File: config.mk
export PLATFORM = sky130hd
export DESIGN_NAME = bgu_queue
export DESIGN_NICKNAME = d
export VERILOG_FILES = /design/src/design/bgu_pkg.sv /design/src/design/bgu_queue.sv
export SDC_FILE = /design/constraint.sdc
export NUM_CORES = 1
export LEC_CHECK = 0
export ABC_AREA = 1
export BUFFER_PORTS_ARGS = -buffer_cell sky130_fd_sc_hd__buf_2
export CORE_MARGIN = 4
export CORE_UTILIZATION = 57
export CTS_CLUSTER_DIAMETER = 80
export DETAILED_ROUTE_END_ITERATION = 10
export GPL_TIMING_DRIVEN = 1
export PLACE_DENSITY = 0.75
export SYNTH_ARGS = -nofsm -noshare
export SYNTH_HDL_FRONTEND = slang
export SYNTH_SLANG_ARGS = --single-unit
File: constraint.sdc
create_clock -name clk -period 2.6 [get_ports clk]
set_input_delay 0.26 -clock clk [delete_from_list [all_inputs] [get_ports clk]]
set_output_delay 0.26 -clock clk [all_outputs]
set_load 0.02 [all_outputs]
File: src/design/bgu_pkg.sv
// ----------------------------------------------------------------------------
// bgu_pkg: shared constants and types of the bilinear grid upsampler
// Grid geometry, zoom factor, datapath widths and the item that travels from
// the front end through the queue to the back end.
// ----------------------------------------------------------------------------
package bgu_pkg;

	localparam int ZOOM       = 8;
	localparam int MAX_GRID_W = 64;
	localparam int MAX_GRID_H = 64;

	localparam int TWO_Z = 2 * ZOOM;

	// Field widths fixed by the interface.
	localparam int OPW = 1;
	localparam int GRW = 6;
	localparam int SW  = 16;
	localparam int OW  = 9;
	localparam int VW  = 24;
	localparam int CRW = 7;
	localparam int CIW = 1;

	// Operation and register index codes.
	localparam logic [OPW-1:0] OP_LOAD         = 1'b0;
	localparam logic [OPW-1:0] OP_QUERY        = 1'b1;
	localparam logic [CIW-1:0] REG_GRID_WIDTH  = 1'b0;
	localparam logic [CIW-1:0] REG_GRID_HEIGHT = 1'b1;

	// Axis mapping: m = 2*out + 1 + ZOOM, q = floor(m / TWO_Z), f = m mod TWO_Z.
	localparam int FW    = $clog2(TWO_Z);
	localparam int WW    = $clog2(TWO_Z + 1);
	localparam int MW    = 11;
	localparam int QW    = MW - FW + 1;
	localparam int RSH   = 16;
	localparam int RCW   = 17;
	localparam int RECIP = (2 ** RSH + TWO_Z - 1) / TWO_Z;

	// Grid indexing and banking by row and column parity.
	localparam int XW         = $clog2(MAX_GRID_W);
	localparam int YW         = $clog2(MAX_GRID_H);
	localparam int IW         = (XW > YW) ? XW : YW;
	localparam int BXW        = XW - 1;
	localparam int BYW        = YW - 1;
	localparam int NBANK      = 4;
	localparam int BANK_DEPTH = (MAX_GRID_W / 2) * (MAX_GRID_H / 2);
	localparam int EXTW       = CRW + $clog2(ZOOM + 1);

	// Arithmetic widths.
	localparam int TW = SW + WW + 1;
	localparam int AW = TW + WW + 1;

	localparam logic signed [VW-1:0] VAL_MAX = {1'b0, {(VW-1){1'b1}}};
	localparam logic signed [VW-1:0] VAL_MIN = {1'b1, {(VW-1){1'b0}}};

	// Queue between front and back end.
	localparam int QDEPTH = 4;
	localparam int QPW    = $clog2(QDEPTH);

	typedef struct packed {
		logic            is_load;
		logic            status;
		logic [SW-1:0]   sample;
		logic [BYW-1:0]  ry_e;
		logic [BYW-1:0]  ry_o;
		logic [BXW-1:0]  cx_e;
		logic [BXW-1:0]  cx_o;
		logic            x0p;
		logic            x1p;
		logic            y0p;
		logic            y1p;
		logic [FW-1:0]   fx;
		logic [FW-1:0]   fy;
	} bgu_item_t;

	typedef struct packed {
		logic full;
		logic empty;
	} bgu_qstat_t;

endpackage

File: src/design/bgu_queue.sv
// ----------------------------------------------------------------------------
// bgu_queue: short item queue between front and back end
// A small circular buffer that decouples the two halves of the pipeline.
// ----------------------------------------------------------------------------
module bgu_queue (
	input  logic                clk,
	input  logic                arst_n,
	input  logic                push,
	input  bgu_pkg::bgu_item_t  push_item,
	input  logic                pop,
	output bgu_pkg::bgu_item_t  pop_item,
	output bgu_pkg::bgu_qstat_t qstat
);
	import bgu_pkg::*;

	bgu_item_t        mem_q [QDEPTH];
	logic [QPW-1:0]   wr_ptr_q;
	logic [QPW-1:0]   rd_ptr_q;
	logic [QPW:0]     count_q;

	assign qstat.full  = (count_q == (QPW+1)'(QDEPTH));
	assign qstat.empty = (count_q == '0);
	assign pop_item    = mem_q[rd_ptr_q];

	always_ff @(posedge clk or negedge arst_n) begin
		if (!arst_n) begin
			wr_ptr_q <= '0;
			rd_ptr_q <= '0;
			count_q  <= '0;
		end else begin
			if (push) begin
				wr_ptr_q <= wr_ptr_q + QPW'(1);
			end
			if (pop) begin
				rd_ptr_q <= rd_ptr_q + QPW'(1);
			end
			priority if (push && !pop) begin
				count_q <= count_q + (QPW+1)'(1);
			end else if (pop && !push) begin
				count_q <= count_q - (QPW+1)'(1);
			end else begin
				count_q <= count_q;
			end
		end
	end

	always_ff @(posedge clk) begin
		if (push) begin
			mem_q[wr_ptr_q] <= push_item;
		end
	end
endmodule

==> flow_summary.ini <==
[logic_synthesis]
synthArstFlopShare = 0.0338
synth_fa_ha_area_frac = 0.00998
synth_cells = 631
ys_ff_latch = 207
synth_ff_type = edfxtp_1
synth-edff-count = 200
synth.most_common_cell = edfxtp_1
synth_mux_area_frac = 0
syn_avg_cell_area_um2 = 13.1
ys_seq_area_frac = 0.747
synth_top_area_share = 0.726
syn_nets = 691
synth_cell_types = 18
synthTopCellsByCount = edfxtp_1 (200), nand2_1 (163), inv_1 (111)
synth_top_family_by_area = compound AO/OA/AOI/OAI gates
synthXorXnorAreaFrac = 0.00423
ys_warn_count = 0
syn_area_um2 = 8280
synth_top_area_cell = edfxtp_1
yosys.area_share.simple = 0.0765
synth_top_cells_by_area = edfxtp_1 (73%), o211ai_1 (9.1%), nand2_1 (7.4%)
synth_compound_area_frac = 0.0913

[floorplan]
initial_core_util = 0.590
dieArea_um2 = 16500
die_w_um = 129
ios = 106
fp.coreArea_um2 = 14000
rows = 43
die_h_um = 129

[clock_network]
clock-sinks = 207
h-tree-depth = 1
cts_tree = done
cts_buffers = 21
ctsLongestPathBuffers = 3
clock_latency_ns = 0.48
cts_resized = 0
clkTransAtPathRegs_ns = 0.06
clockRootBuffer = clkbuf_16

[grt]
grt_start_max_net_pins = 72
globalRouteTotalUtil = 0.195
grt_remaining_overflow = 0
grt_pass1_wl_mm = 25.5
grt_pass1_vias = 5084
antenna_found_initial = 0

[critical_path]
required_ns = 2.34
crit_path_end_kind = output pin
cp_slowest_cell = dfrtp_2
timing.critical_path.fanout_max = 32
path_cells = inv_2, buf_4, o211ai_1, nand2_1, buf_2
slowest_delay_ns = 0.65
critPathKind = reg -> out
startpoint_type = flop
crit_arrival_ns = 2.11

[timing]
setup_tns_ns = 0
final.setup.worst_slack_ns = 0.229
worst_pin_slew_ns = 0.653
fin_crit_sh = 0.912
setup_violations = 0
hold_viol_final = 0
skew_ns = 0.00775
slew_viol_final = 0
fmaxAchievable_ghz = 0.422
slew-limit-headroom = 0.564
finalCriticalPeriod_ns = 2.37
rsz0062_at_grt = no

[finish]
multi_input_area_um2 = 1510
fillCellCount = 922
drive_above_1_share = 0.194
regArea_um2 = 6190
layout.nets = 830
antenna_cells = 0
area_growth_pct = 21.2

[drt]
viasPerCell = 5.24
vias = 5052
wl_per_cell_um = 16.2
wirelength_mm = 15.6
drtIter0Drc = 352
antenna_left = 0
dr.pass1.iters = 5
drc = 0

[placed_design]
portBuffers = 105
gp_congestion = 0.767
dp_hpwl_mm = 9.52
pre_cts_slack_ns = 0.738

[pwr]
p_leak_nw = 4.09
peakVddDrop_v = 0.000865
p_per_area_nw_per_um2 = 1170

[min_path]
hold_class = in -> reg

[job]
maxCapViolations = 0

[run_status]
outcome = finished, final reports clean
## layout by cell type (no fill, tap or decap), drive strengths merged, types with 2 or more instances in the layout
master,count
dlygate4sd3,32
dfrtp,7
nand2,163
nor3,2
inv,113
ha,5
clkbuf,27
xor2,3
o211ai,100
edfxtp,200
clkinv,4
buf,118
bufinv,3
clkinvlp,2
## worst max-delay path, delay by kind of cell (launching register included)
family / cells / cell delay [ns]
simple gates: 1 / 0.12
buf+inv: 3 / 0.68
compound gates: 1 / 0.17
flops: 1 / 0.65
## metrics by stage
step | hold WS [ns] | utilization | power [mW] | instances | instance area [um^2]
2_1_floorplan | -0.0356 | - | 7.45 | 631 | 8280
3_3_place_gp | 0.0986 | 0.644 | 8.70 | 895 | 9040
3_5_place_dp | 0.105 | 0.644 | 8.82 | 895 | 9040
4_1_cts | 0.00111 | 0.713 | 11.8 | 962 | 10000
5_1_grt | 0.00108 | 0.715 | 12.4 | 964 | 10000
6_report | 0.00917 | 0.715 | 11.7 | 964 | 10000
## routing by layer
layer  routed length, um  up-vias  track usage
li1                    -     2465            -
met1                6410     2406        0.254
met2                7930      159        0.340
met3                1040       22       0.0361
met4                 219        0       0.0525
met5                   0        -            0
## repair_timing
item                      in CTS  in global routing
hold endpoints to repair     112                  8
hold buffers                  30                  2
setup buffers                  0                  0
## cell families (layout without fill, tap and decap cells)
family | count (synthesis) | count (layout)
flops | 207 | 207
simple gates | 167 | 167
buf+inv | 146 | 299
compound gates | 101 | 101
fa+ha+maj | 6 | 6
xor+xnor | 4 | 4
## registers in the layout, summed over array words and instances (netlist names)
name	flops
mem_q	200
rd_ptr_q	2
count_q	3
wr_ptr_q	2
## area by class of cell
cell class,instances,area share
Clock buffer,27,0.0546
Clock inverter,10,0.0131
Inverter,112,0.0419
Multi-Input combinational cell,278,0.150
Sequential cell,207,0.616
Tap cell,180,0.0224
Timing Repair Buffer,150,0.101
## power breakdown
| group | switching, mW | total (mW) | internal (mW) |
|---|---|---|---|
| Sequential | 0.356 | 4.73 | 4.37 |
| Clock | 1.16 | 2.95 | 1.79 |
| Combinational | 2.69 | 4.02 | 1.33 |
## final timing paths
| kind | from | end | slack [ns] | cells after the start |
|---|---|---|---|---|
| worst max-delay path | rd_ptr_q[1]$_DFFE_PN0P_ | pop_item[3] | 0.23 | 5 |
| worst min-delay path | push_item[35] | mem_q[3][35]$_DFFE_PP_ | 0.009 | 1 |
| worst max register to register | wr_ptr_q[1]$_DFFE_PN0P_ | mem_q[1][0]$_DFFE_PP_ | 0.90 | 5 |
| worst min register to register | wr_ptr_q[0]$_DFFE_PN0P_ | wr_ptr_q[0]$_DFFE_PN0P_ | 0.53 | 1 |
| max in group asynchronous | arst_n | rd_ptr_q[0]$_DFFE_PN0P_ | 2.24 | 2 |
| min in group asynchronous | arst_n | count_q[2]$_DFFE_PN0P_ | 0.18 | 2 |
Power figures use the tool's default switching activity.
