[src/design/bgu_pkg.sv]
// ----------------------------------------------------------------------------
// bgu_pkg: shared constants and types of the bilinear grid upsampler
// Grid geometry, zoom factor, datapath widths and the item that travels from
// the front end through the queue to the back end.
// ----------------------------------------------------------------------------
package bgu_pkg;

	localparam int ZOOM       = 8;
	localparam int MAX_GRID_W = 64;
	localparam int MAX_GRID_H = 64;

	localparam int TWO_Z = 2 * ZOOM;

	// Field widths fixed by the interface.
	localparam int OPW = 1;
	localparam int GRW = 6;
	localparam int SW  = 16;
	localparam int OW  = 9;
	localparam int VW  = 24;
	localparam int CRW = 7;
	localparam int CIW = 1;

	// Operation and register index codes.
	localparam logic [OPW-1:0] OP_LOAD         = 1'b0;
	localparam logic [OPW-1:0] OP_QUERY        = 1'b1;
	localparam logic [CIW-1:0] REG_GRID_WIDTH  = 1'b0;
	localparam logic [CIW-1:0] REG_GRID_HEIGHT = 1'b1;

	// Axis mapping: m = 2*out + 1 + ZOOM, q = floor(m / TWO_Z), f = m mod TWO_Z.
	localparam int FW    = $clog2(TWO_Z);
	localparam int WW    = $clog2(TWO_Z + 1);
	localparam int MW    = 11;
	localparam int QW    = MW - FW + 1;
	localparam int RSH   = 16;
	localparam int RCW   = 17;
	localparam int RECIP = (2 ** RSH + TWO_Z - 1) / TWO_Z;

	// Grid indexing and banking by row and column parity.
	localparam int XW         = $clog2(MAX_GRID_W);
	localparam int YW         = $clog2(MAX_GRID_H);
	localparam int IW         = (XW > YW) ? XW : YW;
	localparam int BXW        = XW - 1;
	localparam int BYW        = YW - 1;
	localparam int NBANK      = 4;
	localparam int BANK_DEPTH = (MAX_GRID_W / 2) * (MAX_GRID_H / 2);
	localparam int EXTW       = CRW + $clog2(ZOOM + 1);

	// Arithmetic widths.
	localparam int TW = SW + WW + 1;
	localparam int AW = TW + WW + 1;

	localparam logic signed [VW-1:0] VAL_MAX = {1'b0, {(VW-1){1'b1}}};
	localparam logic signed [VW-1:0] VAL_MIN = {1'b1, {(VW-1){1'b0}}};

	// Queue between front and back end.
	localparam int QDEPTH = 4;
	localparam int QPW    = $clog2(QDEPTH);

	typedef struct packed {
		logic            is_load;
		logic            status;
		logic [SW-1:0]   sample;
		logic [BYW-1:0]  ry_e;
		logic [BYW-1:0]  ry_o;
		logic [BXW-1:0]  cx_e;
		logic [BXW-1:0]  cx_o;
		logic            x0p;
		logic            x1p;
		logic            y0p;
		logic            y1p;
		logic [FW-1:0]   fx;
		logic [FW-1:0]   fy;
	} bgu_item_t;

	typedef struct packed {
		logic full;
		logic empty;
	} bgu_qstat_t;

endpackage

[src/design/bgu_if.sv]
// ----------------------------------------------------------------------------
// bgu_if: stream channels of the bilinear grid upsampler
// Input channel carries load and query items, output channel carries results.
// ----------------------------------------------------------------------------
interface bgu_in_if;
	import bgu_pkg::*;

	logic                  valid;
	logic                  ready;
	logic [OPW-1:0]        op;
	logic [GRW-1:0]        grid_row;
	logic [GRW-1:0]        grid_col;
	logic signed [SW-1:0]  sample;
	logic [OW-1:0]         out_x;
	logic [OW-1:0]         out_y;

	modport source(output valid, op, grid_row, grid_col, sample, out_x, out_y, input ready);
	modport sink(input valid, op, grid_row, grid_col, sample, out_x, out_y, output ready);
endinterface


[src/design/bgu_front.sv]
// ----------------------------------------------------------------------------
// bgu_front: input stage of the bilinear grid upsampler
// Classifies each item, checks ranges, maps query coordinates to grid cells
// and weights, and assigns the four neighbours to parity banks.
// ----------------------------------------------------------------------------
module bgu_front (
	input  logic                 clk,
	input  logic                 arst_n,
	bgu_in_if.sink               in_ch,
	input  logic [bgu_pkg::CRW-1:0] grid_width,
	input  logic [bgu_pkg::CRW-1:0] grid_height,
	input  bgu_pkg::bgu_qstat_t  qstat,
	output logic                 push,
	output bgu_pkg::bgu_item_t   push_item
);
	import bgu_pkg::*;

	localparam int CW2 = ((QW > CRW) ? QW : CRW) + 1;

	typedef struct packed {
		logic [QW-1:0] q;
		logic [FW-1:0] f;
	} axis_t;

	typedef struct packed {
		logic [IW-1:0] i0;
		logic [IW-1:0] i1;
	} pair_t;

	// Floor and fraction by reciprocal multiply with one correction step.
	function automatic axis_t map_axis(input logic [OW-1:0] o);
		logic [MW-1:0]     m;
		logic [MW+RCW-1:0] p;
		logic [QW-1:0]     q;
		logic [MW-1:0]     r;
		axis_t             a;
		m = MW'({o, 1'b0}) + MW'(1 + ZOOM);
		p = (MW+RCW)'(m) * (MW+RCW)'(RECIP);
		q = QW'(p >> RSH);
		r = m - MW'(MW'(q) * MW'(TWO_Z));
		if (r >= MW'(TWO_Z)) begin
			q = q + QW'(1);
			r = r - MW'(TWO_Z);
		end
		a.q = q;
		a.f = FW'(r);
		return a;
	endfunction

	// Neighbour indices q-1 and q, clamped to 0..dim-1.
	function automatic pair_t clamp_pair(input logic [QW-1:0] q, input logic [CRW-1:0] dim);
		logic [CW2-1:0] qe;
		logic [CW2-1:0] de;
		pair_t          p;
		qe = CW2'(q);
		de = CW2'(dim);
		if (qe == '0) begin
			p.i0 = '0;
		end else if (qe - CW2'(1) >= de) begin
			p.i0 = IW'(de - CW2'(1));
		end else begin
			p.i0 = IW'(qe - CW2'(1));
		end
		if (qe >= de) begin
			p.i1 = IW'(de - CW2'(1));
		end else begin
			p.i1 = IW'(qe);
		end
		return p;
	endfunction

	axis_t          ax, ay;
	pair_t          px, py;
	logic [XW-1:0]  x0c, x1c, lcol;
	logic [YW-1:0]  y0c, y1c, lrow;
	bgu_item_t      item_c;
	bgu_item_t      item_s1;
	logic           valid_s1;
	logic           take;

	assign in_ch.ready = !valid_s1 || !qstat.full;
	assign take        = in_ch.valid && in_ch.ready;
	assign push        = valid_s1 && !qstat.full;
	assign push_item   = item_s1;

	always_comb begin
		ax   = map_axis(in_ch.out_x);
		ay   = map_axis(in_ch.out_y);
		px   = clamp_pair(ax.q, grid_width);
		py   = clamp_pair(ay.q, grid_height);
		x0c  = px.i0[XW-1:0];
		x1c  = px.i1[XW-1:0];
		y0c  = py.i0[YW-1:0];
		y1c  = py.i1[YW-1:0];
		lcol = XW'(in_ch.grid_col);
		lrow = YW'(in_ch.grid_row);

		item_c        = '0;
		item_c.sample = in_ch.sample;
		unique case (in_ch.op)
			OP_LOAD: begin
				item_c.is_load = 1'b1;
				item_c.status  = (CRW'(in_ch.grid_row) >= grid_height) ||
				                 (CRW'(in_ch.grid_col) >= grid_width);
				item_c.ry_e    = lrow[YW-1:1];
				item_c.ry_o    = lrow[YW-1:1];
				item_c.cx_e    = lcol[XW-1:1];
				item_c.cx_o    = lcol[XW-1:1];
				item_c.x0p     = lcol[0];
				item_c.y0p     = lrow[0];
			end
			OP_QUERY: begin
				item_c.is_load = 1'b0;
				item_c.status  = (EXTW'(in_ch.out_x) >= EXTW'(grid_width) * EXTW'(ZOOM)) ||
				                 (EXTW'(in_ch.out_y) >= EXTW'(grid_height) * EXTW'(ZOOM));
				item_c.cx_e    = x0c[0] ? x1c[XW-1:1] : x0c[XW-1:1];
				item_c.cx_o    = x0c[0] ? x0c[XW-1:1] : x1c[XW-1:1];
				item_c.ry_e    = y0c[0] ? y1c[YW-1:1] : y0c[YW-1:1];
				item_c.ry_o    = y0c[0] ? y0c[YW-1:1] : y1c[YW-1:1];
				item_c.x0p     = x0c[0];
				item_c.x1p     = x1c[0];
				item_c.y0p     = y0c[0];
				item_c.y1p     = y1c[0];
				item_c.fx      = ax.f;
				item_c.fy      = ay.f;
			end
			default: begin
				item_c = '0;
			end
		endcase
	end

	always_ff @(posedge clk or negedge arst_n) begin
		if (!arst_n) begin
			valid_s1 <= 1'b0;
		end else if (in_ch.ready) begin
			valid_s1 <= in_ch.valid;
		end
	end

	always_ff @(posedge clk) begin
		if (take) begin
			item_s1 <= item_c;
		end
	end
endmodule

[src/flat_wrapper.sv]
// flat-port wrapper written by rule: the top's interface ports become plain ports
module bgu_front_flat import bgu_pkg::*;
  (clk, arst_n, grid_width, grid_height, qstat, push, push_item, in_ch_valid, in_ch_op, in_ch_grid_row, in_ch_grid_col, in_ch_sample, in_ch_out_x, in_ch_out_y, in_ch_ready);
  bgu_in_if in_ch_i ();
  input  logic clk;
  input  logic arst_n;
  input  logic [bgu_pkg::CRW-1:0] grid_width;
  input  logic [bgu_pkg::CRW-1:0] grid_height;
  input  bgu_pkg::bgu_qstat_t qstat;
  output logic push;
  output bgu_pkg::bgu_item_t push_item;
  input wire logic [$bits(in_ch_i.valid)-1:0] in_ch_valid;
  input wire logic [$bits(in_ch_i.op)-1:0] in_ch_op;
  input wire logic [$bits(in_ch_i.grid_row)-1:0] in_ch_grid_row;
  input wire logic [$bits(in_ch_i.grid_col)-1:0] in_ch_grid_col;
  input wire logic [$bits(in_ch_i.sample)-1:0] in_ch_sample;
  input wire logic [$bits(in_ch_i.out_x)-1:0] in_ch_out_x;
  input wire logic [$bits(in_ch_i.out_y)-1:0] in_ch_out_y;
  output wire logic [$bits(in_ch_i.ready)-1:0] in_ch_ready;
  assign in_ch_i.valid = in_ch_valid;
  assign in_ch_i.op = in_ch_op;
  assign in_ch_i.grid_row = in_ch_grid_row;
  assign in_ch_i.grid_col = in_ch_grid_col;
  assign in_ch_i.sample = in_ch_sample;
  assign in_ch_i.out_x = in_ch_out_x;
  assign in_ch_i.out_y = in_ch_out_y;
  assign in_ch_ready = in_ch_i.ready;
  bgu_front u_core (.clk(clk), .arst_n(arst_n), .in_ch(in_ch_i), .grid_width(grid_width), .grid_height(grid_height), .qstat(qstat), .push(push), .push_item(push_item));
endmodule
[config.mk]
export PLATFORM = sky130hd
export DESIGN_NAME = bgu_front_flat
export DESIGN_NICKNAME = d
export VERILOG_FILES = /design/src/design/bgu_pkg.sv /design/src/design/bgu_if.sv /design/src/design/bgu_front.sv /design/src/flat_wrapper.sv
export SDC_FILE = /design/constraint.sdc
export NUM_CORES = 1
export LEC_CHECK = 0
export BUFFER_PORTS_ARGS = -buffer_cell sky130_fd_sc_hd__buf_2
export CAP_MARGIN = 20
export CORE_ASPECT_RATIO = 1.2
export CORE_MARGIN = 1.5
export CORE_UTILIZATION = 35
export CTS_BUF_LIST = sky130_fd_sc_hd__clkbuf_2
export CTS_CLUSTER_SIZE = 20
export DETAILED_ROUTE_END_ITERATION = 8
export GPL_TIMING_DRIVEN = 1
export PLACE_DENSITY = 0.6
export SKIP_CTS_REPAIR_TIMING = 1
export SYNTH_ARGS = -nofsm -noshare
export SYNTH_HDL_FRONTEND = slang
export SYNTH_SLANG_ARGS = --single-unit
[constraint.sdc]
create_clock -name clk -period 2.85 [get_ports clk]
set_input_delay 0.285 -clock clk [delete_from_list [all_inputs] [get_ports clk]]
set_output_delay 0.285 -clock clk [all_outputs]
set_load 0.005 [all_outputs]
==> results.tsv, run 1 <==
metric	value	unit
netlist_area	4310	sq um
grt-ovfl-total	0	
viasPerCell	5.08	
hp-class	in -> reg	
row_count	44	
synthFlopType	edfxtp_1	
slew-limit-headroom	63.1	%
instances_no_fill	834	
synth_fa_ha_area_share	17.4	%
fin_ws	-0.0618	ns
cts_root_buf	clkbuf_2	
dp_hpwl	10500	microns
yosys.area_share.simple	15.2	%
vias	4238	
numPortBuffers	116	
dpl_cell_area	5860	sq um
core	12100	sq um
cp.arrival	3.27	ns
fin_skew	0.0333	ns
grt_use_total	19.5	%
die-area	13000	sq um
grt_max_degree	33	
cp-start-kind	input port	
area_delta_synth_final	47.6	%
dp_slack	-0.681	ns
p_leak	0.00296	uW
rsz0062_at_grt	true	
wl_per_cell	15.6	microns
cts_tree	built	
avgSynthCellArea	9.83	sq um
finalPower	2290	uW
io_pins	118	
period_share	102	%
fmax	343	MHz
async_flop_share	2.00	%
gp_congestion	0.932	
ys_seq_elements	50	
tightest_slew	0.553	ns
fin_nets	798	
antenna_left	0	
clkTransAtPathRegs	0.30	ns
final_layout_size_suffix_gt1_share	43.4	%
setup_violations	7	
status	finished, violations left	
ir_worst_vdd	0.000183	V
synth_area_leader_cell	edfxtp_1	
ys_seq_area_share	34.7	%
drtIter0Drc	138	
grt_pass1_vias	4236	
clockBufferDepth	2	
drc	0	
synth_top_family_by_area	compound AO/OA/AOI/OAI gates	
cp_max_fo	5	
wl	13000	microns
insertion_delay	0.45	ns
die_h	125	microns
yosys.area_share.xor_xnor	5.29	%
cts_sinks	50	
critPathCaptureType	flop	
hold_viol_final	0	
synth_compound_area_share	19.8	%
power.density	360	nW/um^2
synth-edff-count	49	
synth_fp_nets	564	
antenna_found_initial	0	
syn_inst	438	
violations	setup timing	
placedCellCount	799	
required	3.21	ns
yosys_warnings	0	
htreeDepth	2	
chipWidth	104	microns
tns	-0.296	ns
drv_cap	0	
crit_type	in -> reg	
diodes	0	
synth_area_leaders	edfxtp_1, ha_1, xnor2_1	
finalMaxSlewViolations	0	
cts_buffers	5	
synthMuxAreaShare	2.82	%
yosysTopAreaCellShare	34.2	%
start_util	35.7	%
period_minus_slack	2.91	ns
drtPass1Iterations	4	
stdcell_area	6350	sq um
fillers	1111	
synth.distinct_cells	63	
grt_pass1_wl	20400	microns
sequential cells by signal, indices dropped and copies added, names as in the netlist:
signal	count
u_core.push_item	49
u_core.valid_s1	1
final timing paths:
check / startpoint / to / slack [ns] / cells past startpoint
worst min-delay path: in_ch_valid / u_core.valid_s1$_DFFE_PN0N_ / 0.04 / 2
worst max register to register: u_core.valid_s1$_DFFE_PN0N_ / u_core.push_item[2]$_SDFFCE_PN0P_ / 1.20 / 3
max in group asynchronous: arst_n / u_core.valid_s1$_DFFE_PN0N_ / 2.64 / 2
worst min register to register: u_core.valid_s1$_DFFE_PN0N_ / u_core.valid_s1$_DFFE_PN0N_ / 0.57 / 2
worst max-delay path: in_ch_out_y[2] / u_core.push_item[24]$_DFFE_PP_ / -0.06 / 14
min in group asynchronous: arst_n / u_core.valid_s1$_DFFE_PN0N_ / 0.13 / 2
worst max-delay path: stages:
cell and delay [ns]:
buf_8 0.10, ha_4 0.24, nand3b_1 0.18, nor2_2 0.14, a21o_1 0.14, mux2i_1 0.23, xor2_1 0.12, ha_2 0.20
or4_4 0.53, a31oi_4 0.19, o21ai_4 0.11, a221o_2 0.44, a31oi_1 0.23, o21a_1 0.14
layout make-up:
cell class | instances | area (sq um) | share of cell area [%]
flip-flops and latches | 50 | 1500 | 23.5
clock inverters | 3 | 28.8 | 0.453
repair buffers | 239 | 1600 | 25.1
clock buffers | 5 | 25.0 | 0.394
multi-input cells | 340 | 2870 | 45.2
inverters | 36 | 135 | 2.13
well taps | 161 | 201 | 3.17
per-layer routing:
layer / vias to the layer above / wire (microns) / part of all wire (%) / GRT usage, %
met1: 2001 / 4990 / 38 / 21.0
met5: - / 0 / 0 / 0
li1: 2099 / - / - / -
met3: 25 / 438 / 3.4 / 2.20
met4: 0 / 335 / 2.6 / 6.29
met2: 113 / 7220 / 56 / 38.5
report_power, final:
part	internal, uW	switching [uW]
clock	71.3	246
combinational	536	535
sequential	883	14.2
cell usage after synthesis (2+ instances only):
master	n
ha_1	60
edfxtp_1	49
inv_1	36
nand2_1	34
nor2_1	29
o21ai_0	20
a21oi_1	18
xnor2_1	18
nand3_1	15
mux2i_1	11
a21o_1	10
nand2b_1	10
and2_1	9
nor3_1	9
a211oi_1	8
o221ai_1	8
xor2_1	8
clkbuf_1	7
a221oi_1	6
a31oi_1	6
and3_1	4
or2_2	4
a211o_1	3
a311oi_1	3
o21a_1	3
a221o_2	2
a221oi_4	2
buf_4	2
buf_6	2
nand3b_1	2
nor2b_1	2
nor4_1	2
o211a_1	2
o21ai_2	2
o21bai_1	2
o311a_2	2
o41ai_1	2
cells by family after synthesis:
logic type | count (synthesis)
compound gates | 111
buf+inv | 48
mux | 12
simple gates | 131
flops | 50
xor+xnor | 26
fa+ha+maj | 60
stage by stage:
step,hold WS (ns),utilization (%)
3_3_place_gp,0.0607,48.6
4_1_cts,-0.467,49.0
6_report,0.0445,52.7
3_5_place_dp,0.0616,48.6
2_1_floorplan,-0.0106,-
5_1_grt,-0.00409,52.7
cells in the final DEF (no fill, tap or decap), drive strengths merged, types with 4 or more instances in the layout:
cell and n:
edfxtp 49, nor2 30, o221ai 8, or2 6, clkbuf 5, a211oi 8
nand2b 10, and2 9, and3 4, nand3 15, xor2 8, xnor2 18
a21o 10, o21ai 22, a221oi 9, mux2i 11, a21oi 18, inv 37
a211o 4, ha 60, nand2 34, nor3 10, dlygate4sd3 17, buf 222
a31oi 7
No activity file was read; power rests on OpenSTA's default activity.
==> inputs of run 2 (changes only) <==
--- a/config.mk
+++ b/config.mk
@@ -7,6 +7,8 @@
 export LEC_CHECK = 0
 export BUFFER_PORTS_ARGS = -buffer_cell sky130_fd_sc_hd__buf_2
 export CAP_MARGIN = 20
+export CELL_PAD_IN_SITES_DETAIL_PLACEMENT = 1
+export CELL_PAD_IN_SITES_GLOBAL_PLACEMENT = 1
 export CORE_ASPECT_RATIO = 1.2
 export CORE_MARGIN = 1.5
 export CORE_UTILIZATION = 35
@@ -14,7 +16,7 @@
 export CTS_CLUSTER_SIZE = 20
 export DETAILED_ROUTE_END_ITERATION = 8
 export GPL_TIMING_DRIVEN = 1
-export PLACE_DENSITY = 0.6
+export PLACE_DENSITY = 0.75
 export SKIP_CTS_REPAIR_TIMING = 1
 export SYNTH_ARGS = -nofsm -noshare
 export SYNTH_HDL_FRONTEND = slang
==> run 2 against run 1 <==
Compared with the run above:
- largest cell class unchanged
- worst setup slack got worse by 0.15 ns
- fmax fell by 4.8%
- via count is 5.5% higher
- critical path depth is 1 higher
- utilization rose by 1.4 points
- clock skew is 0.026 ns lower
- sequential share of layout area shrank 0.61 points
- the flow still finishes with violations (setup timing)
- routed wire length is 26% higher
- highest routed layer unchanged
- power grew 7.2%
- critical endpoint is now u_core.push_item[25]$_DFFE_PP_
- hold slack improved by 0.037 ns
- cell count is 0.84% higher
- non-clock buffer count rose by 7
==> results.tsv, run 2 (synthesis results as in run 1) <==
metric	value	unit	change
clkTransAtPathRegs	0.26	ns	-0.04 ns
insertion_delay	0.46	ns	about the same
final_layout_size_suffix_gt1_share	45.1	%	+1.8 points
area_delta_synth_final	51.5	%	
hold_viol_final	0		unchanged
instances_no_fill	841		+0.84%
layout_common_cells	buf_2, buf_4, ha_1		
p_leak	0.00303	uW	+2.6%
drc	0		unchanged
cts_root_buf	clkbuf_2		
io_pins	118		unchanged
core	12100	sq um	unchanged
crit_chain	buf_6 -> ha_4 -> nand3b_1 -> nor2_2 -> a21o_1 -> mux2i_1 -> xor2_1 -> ha_2 -> or4_4 -> a31oi_4 -> o21ai_4 -> a221oi_4 -> buf_6 -> nor3_4 -> a311oi_2		
cp-start-kind	input port		
cp.arrival	3.37	ns	+0.10 ns
r2r-start	u_core.valid_s1$_DFFE_PN0N_		
row_count	44		unchanged
grt_pass1_vias	4720		+11%
diodes	0		unchanged
die_h	125	microns	unchanged
grt-ovfl-total	0		unchanged
grt_max_degree	33		unchanged
cp_max_fo	6		+1
violations	setup timing		
drv_cap	0		unchanged
htreeDepth	2		unchanged
viasPerCell	5.32		+4.6%
r2r-end	u_core.push_item[30]$_DFFE_PP_		
gp_congestion	0.901		-3.3%
crit_type	in -> reg		
power.density	376	nW/um^2	+4.5%
rrSetupSlack	1.28	ns	+0.08 ns
finalMaxSlewViolations	0		unchanged
holdWs	0.0811	ns	+0.0365 ns
critPathCaptureType	flop		
placedCellCount	803		+0.50%
setup_violations	17		+10
mostFrequentLayoutCell	buf_2		
fmax	327	MHz	-4.8%
chipWidth	104	microns	unchanged
drtPass1Iterations	4		unchanged
wl	16300	microns	+26%
cts_sinks	50		unchanged
ir_worst_vdd	0.000215	V	+18%
wl_per_cell	19.4	microns	+25%
slew-limit-headroom	63.2	%	+0.10 points
fin_ws	-0.208	ns	-0.146 ns
antenna_found_initial	0		unchanged
fin_util	54.1	%	+1.4 points
grt_use_total	22.9	%	+3.4 points
largest_reg_flops	49		unchanged
dp_slack	-0.644	ns	+0.0364 ns
fin_nets	805		+0.88%
fin_skew	0.00780	ns	-0.0255 ns
r2r_cells	3		unchanged
period_minus_slack	3.06	ns	+0.146 ns
numPortBuffers	116		unchanged
antenna_left	0		unchanged
cts_tree	built		
period_share	107	%	+5.1 points
rsz0062_at_grt	true		
status	finished, violations left		
die-area	13000	sq um	unchanged
tightest_slew	0.547	ns	-0.00623 ns
dp_hpwl	12200	microns	+16%
start_util	35.7	%	unchanged
cpMaxStageDelayCell	or4_4		
hp-class	in -> async		
vias	4472		+5.5%
drtIter0Drc	141		+2.2%
cp_common_cell	buf_6		
required	3.16	ns	-0.05 ns
critPathMaxStageDelay	0.57	ns	+0.04 ns
grt_pass1_wl	23700	microns	+16%
clockBufferDepth	2		unchanged
cts_buffers	5		unchanged
[run 2: cell count changes in the layout (fill, tap and decap cells not counted), sizes merged]
cell / change
dlygate4sd3: +1
clkinvlp: +1
clkinv: -2
bufinv: +1
clkbuf: +1
buf: +5
[run 2: worst max path at each step]
stage,slack (ns),cells after the start,start,end
2_1_floorplan,-0.48,13,in_ch_out_y[2],u_core.push_item[24]$_DFFE_PP_
3_3_place_gp,-0.53,14,in_ch_out_y[2],u_core.push_item[24]$_DFFE_PP_
3_5_place_dp,-0.64,15,in_ch_out_y[2],u_core.push_item[29]$_DFFE_PP_
4_1_cts,-0.16,15,in_ch_out_y[2],u_core.push_item[29]$_DFFE_PP_
5_1_grt,-0.33,15,in_ch_out_y[3],u_core.push_item[25]$_DFFE_PP_
6_report,-0.21,15,in_ch_out_y[3],u_core.push_item[25]$_DFFE_PP_
[run 2: worst max-delay path, delay by kind of cell]
kind / cells / cell delay, ns
AOI/OAI and AO/OA: 5 / 1.04
adders and majority gates: 2 / 0.47
xor gates and xnor gates: 1 / 0.12
and+or+nand+nor: 4 / 0.95
muxes: 1 / 0.21
buffers and inverters: 2 / 0.28
[run 2: routing by layer]
metal / track usage (%) / up-vias / part of all wire, %
li1: - / 2119 / -
met1: 24.3 / 2196 / 37
met2: 45.0 / 123 / 56
met3: 3.56 / 34 / 3.2
met4: 7.27 / 0 / 2.9
met5: 0 / - / 0
[run 2: final cells by class]
class | instances | area [sq um]
flip-flops and latches | 50 | 1500
clock inverters | 3 | 48.8
fillers | 1401 | 5530
repair buffers | 246 | 1680
inverters | 36 | 135
multi-input cells | 340 | 2930
well taps | 161 | 201
clock buffers | 5 | 25.0
[run 2: where the power goes]
part / switching (uW) / internal, uW / total [uW] / leakage, uW
sequential: 13.1 / 883 / 896 / 0.000479
clock: 252 / 154 / 406 / 0.0000411
combinational: 594 / 555 / 1150 / 0.00252
total: 859 / 1590 / 2450 / 0.00303
[run 2: through the flow]
stage / TNS [ns] / instance area, sq um / total power, uW
finish: -1.85 / 6520 / 2450
CTS: -1.83 / 5970 / 2290
detailed placement: -13.65 / 5900 / 1890
floorplan: -6.54 / 4410 / 1430
global route: -3.59 / 6520 / 2580
global placement: -11.08 / 5900 / 1840
==> inputs of run 3 (changes only) <==
--- a/config.mk
+++ b/config.mk
@@ -5,6 +5,7 @@
 export SDC_FILE = /design/constraint.sdc
 export NUM_CORES = 1
 export LEC_CHECK = 0
+export ABC_AREA = 1
 export BUFFER_PORTS_ARGS = -buffer_cell sky130_fd_sc_hd__buf_2
 export CAP_MARGIN = 20
 export CELL_PAD_IN_SITES_DETAIL_PLACEMENT = 1
@@ -16,7 +17,7 @@
 export CTS_CLUSTER_SIZE = 20
 export DETAILED_ROUTE_END_ITERATION = 8
 export GPL_TIMING_DRIVEN = 1
-export PLACE_DENSITY = 0.75
+export PLACE_DENSITY = 0.78
 export SKIP_CTS_REPAIR_TIMING = 1
 export SYNTH_ARGS = -nofsm -noshare
 export SYNTH_HDL_FRONTEND = slang
==> run 3 against run 2 <==
Compared with the run above:
- the flow now finishes without violations
- register-to-register slack improved by 0.30 ns
- sequential share of layout area increased by 0.52 points
- count of clock-buffer cells in the layout unchanged
- fmax increased by 9.7%
- cell count increased by 15%
- critical path depth increased by 7
- utilization decreased by 3.3 points
- via count increased by 9.0%
- first-iteration DRC count increased by 21%
- sequential power about the same
- critical path type unchanged
- largest cell class unchanged
==> results.tsv, run 3 <==
metric	value	unit	change
ir_worst_vdd	0.000223	V	+3.4%
crit_chain	buf_2 -> ha_4 -> nor2_2 -> inv_1 -> nand2_1 -> ha_2 -> nand3_2 -> nor2_4 -> nand2_2 -> o21ai_2 -> nand2_1 -> ha_1 -> nand2_1 -> nor2_1 -> a31o_2 -> nor2_4 -> buf_6 -> nand3_1 -> nand3_1 -> nand2_1 -> nand3_1 -> nand2_1		
grt_pass1_vias	5038		+6.7%
cts_root_buf	clkbuf_2		
synth_fp_nets	717		+27%
cts_tree	built		
synth_area_leaders	edfxtp_1, ha_1, nand2_1		
fmax	359	MHz	+9.7%
cp.arrival	3.04	ns	-0.33 ns
layout_common_cells	nand2_1, buf_2, buf_4		
cpMaxStageDelayCell	ha_1		
start_util	35.6	%	-0.14 points
stdcell_area	6380	sq um	-2.2%
slew-limit-headroom	70.8	%	+7.6 points
yosysTopAreaCellShare	32.9	%	-1.2 points
clockBufferDepth	2		unchanged
p_leak	0.00334	uW	+10%
viasPerCell	5.03		-5.4%
yosysMostFrequentCell	nand2_1		
row_count	45		+2.3%
cp-start-kind	input port		
register_area	1500	sq um	unchanged
htreeDepth	2		unchanged
fin_util	50.8	%	-3.3 points
required	3.11	ns	-0.05 ns
ys_seq_area_share	33.5	%	-1.2 points
hp-class	in -> reg		
grt-ovfl-total	0		unchanged
chipWidth	106	microns	+1.8%
synth_top_family_by_area	simple AND/OR/NAND/NOR gates		
antenna_left	0		unchanged
drc	0		unchanged
synth-edff-count	49		unchanged
synth_compound_area_share	7.09	%	-13 points
die-area	13500	sq um	+3.6%
synth_fa_ha_area_share	16.8	%	-0.63 points
drv_cap	0		unchanged
die_h	127	microns	+1.8%
synth_area_leader_cell	edfxtp_1		
finalMaxSlewViolations	0		unchanged
wl_met2	8900	microns	-3.5%
io_pins	118		unchanged
crit_buf_inv	3		+1
dr.max_layer_used	met4		
largest_reg_flops	49		unchanged
cp-startpoint	in_ch_out_y[2]		
critPathCaptureType	flop		
gp_congestion	0.960		+6.6%
period_minus_slack	2.79	ns	-0.270 ns
r2r-start	u_core.valid_s1$_DFFE_PN0N_		
status	complete, no violations		
dpl_cell_area	5850	sq um	-0.78%
grt_use_total	22.3	%	-0.54 points
yosys.area_share.xor_xnor	2.35	%	-2.9 points
wl	16200	microns	-0.88%
synth.distinct_cells	36		-43%
synthMuxAreaShare	0	%	-2.8 points
wl_met3	657	microns	+24%
dp_hpwl	12600	microns	+3.1%
drtPass1Iterations	4		unchanged
synthFlopType	edfxtp_1		
vias	4875		+9.0%
tightest_slew	0.435	ns	-0.112 ns
antenna_found_initial	0		unchanged
core	12600	sq um	+4.1%
multiInputGateArea	2930	sq um	about the same
yosys_warnings	0		unchanged
synthTopCellsByCount	nand2_1, inv_1, ha_1		
async_flop_share	2.00	%	unchanged
clkTransAtPathRegs	0.27	ns	about the same
mostFrequentLayoutCell	nand2_1		
path_delay_family	simple AND/OR/NAND/NOR gates		
yosys.area_share.simple	32.0	%	+17 points
wl_per_cell	16.7	microns	-14%
hold_viol_final	0		unchanged
fillers	1589		+13%
cp_common_cell	nand2_1		
crit_type	in -> reg		
cts_buffers	5		unchanged
grt_max_degree	29		-12%
netlist_area	4470	sq um	+3.7%
numPortBuffers	116		unchanged
fin_nets	930		+16%
critPathMaxStageDelay	0.29	ns	-0.28 ns
cts_sinks	50		unchanged
grt_pass1_wl	23700	microns	unchanged
period_share	97.8	%	-9.5 points
area_delta_synth_final	42.8	%	
power.density	359	nW/um^2	-4.3%
ys_seq_elements	50		unchanged
final_layout_size_suffix_gt1_share	35.8	%	-9.4 points
finalPower	2290	uW	-6.5%
setup_violations	0		-17
cp_max_fo	6		unchanged
worstHoldStart	in_ch_valid		
wl_met1	5940	microns	-2.5%
avgSynthCellArea	7.56	sq um	-23%
fin_skew	0.0192	ns	+0.0114 ns
diodes	0		unchanged
syn_inst	591		+35%
drtIter0Drc	170		+21%
insertion_delay	0.47	ns	about the same
## run 3: final cells by class
class	instances	area share (%)
Inverter	82	4.83
Multi-Input combinational cell	450	46.0
Clock buffer	5	0.392
Clock inverter	3	0.412
Tap cell	164	3.22
Timing Repair Buffer	215	21.7
Sequential cell	50	23.5
## run 3: worst paths after layout
check / end / cells after the start / slack (ns)
min: u_core.valid_s1$_DFFE_PN0N_ / 3 / 0.05
max in group asynchronous: u_core.valid_s1$_DFFE_PN0N_ / 2 / 2.67
min reg2reg: u_core.valid_s1$_DFFE_PN0N_ / 2 / 0.64
min in group asynchronous: u_core.valid_s1$_DFFE_PN0N_ / 2 / 0.11
max reg2reg: u_core.push_item[24]$_DFFE_PP_ / 2 / 1.58
max: u_core.push_item[24]$_DFFE_PP_ / 22 / 0.06
## run 3: power breakdown
group	switching, uW	internal [uW]
clock	260	70.2
combinational	610	456
sequential	15.2	881
## run 3: cells by family (layout without fill, tap and decap cells)
logic type,Yosys count,after routing
AND/OR/NAND/NOR,319,321
flip-flops,50,50
adder cells (fa/ha/maj),60,60
XOR/XNOR,12,12
AO/OA/AOI/OAI,57,57
buffers and inverters,93,305
## run 3: worst register-to-register path, delay by kind of cell, from the launching register on
| kind | cells | cell delay, ns |
|---|---|---|
| buffers and inverters | 1 | 0.33 |
| AOI/OAI and AO/OA | 1 | 0.17 |
| DFF | 1 | 0.49 |
## run 3: stage by stage
step / instances / hold WS, ns / setup slack (ns) / TNS, ns
floorplan: 591 / -0.0106 / -0.0244 / -0.187
global placement: 935 / 0.0602 / -0.309 / -6.34
detailed placement: 935 / 0.0641 / -0.616 / -10.93
CTS: 943 / -0.497 / -0.0523 / -0.147
global route: 969 / 0.0220 / -0.0721 / -0.406
finish: 969 / 0.0501 / 0.0621 / 0
## run 3: per-layer routing
metal  track usage [%]  vias to the layer above
met2              44.4                      139
met1              22.4                     2301
met4              9.06                        0
met3              3.91                       49
li1                  -                     2386
met5                 0                        -
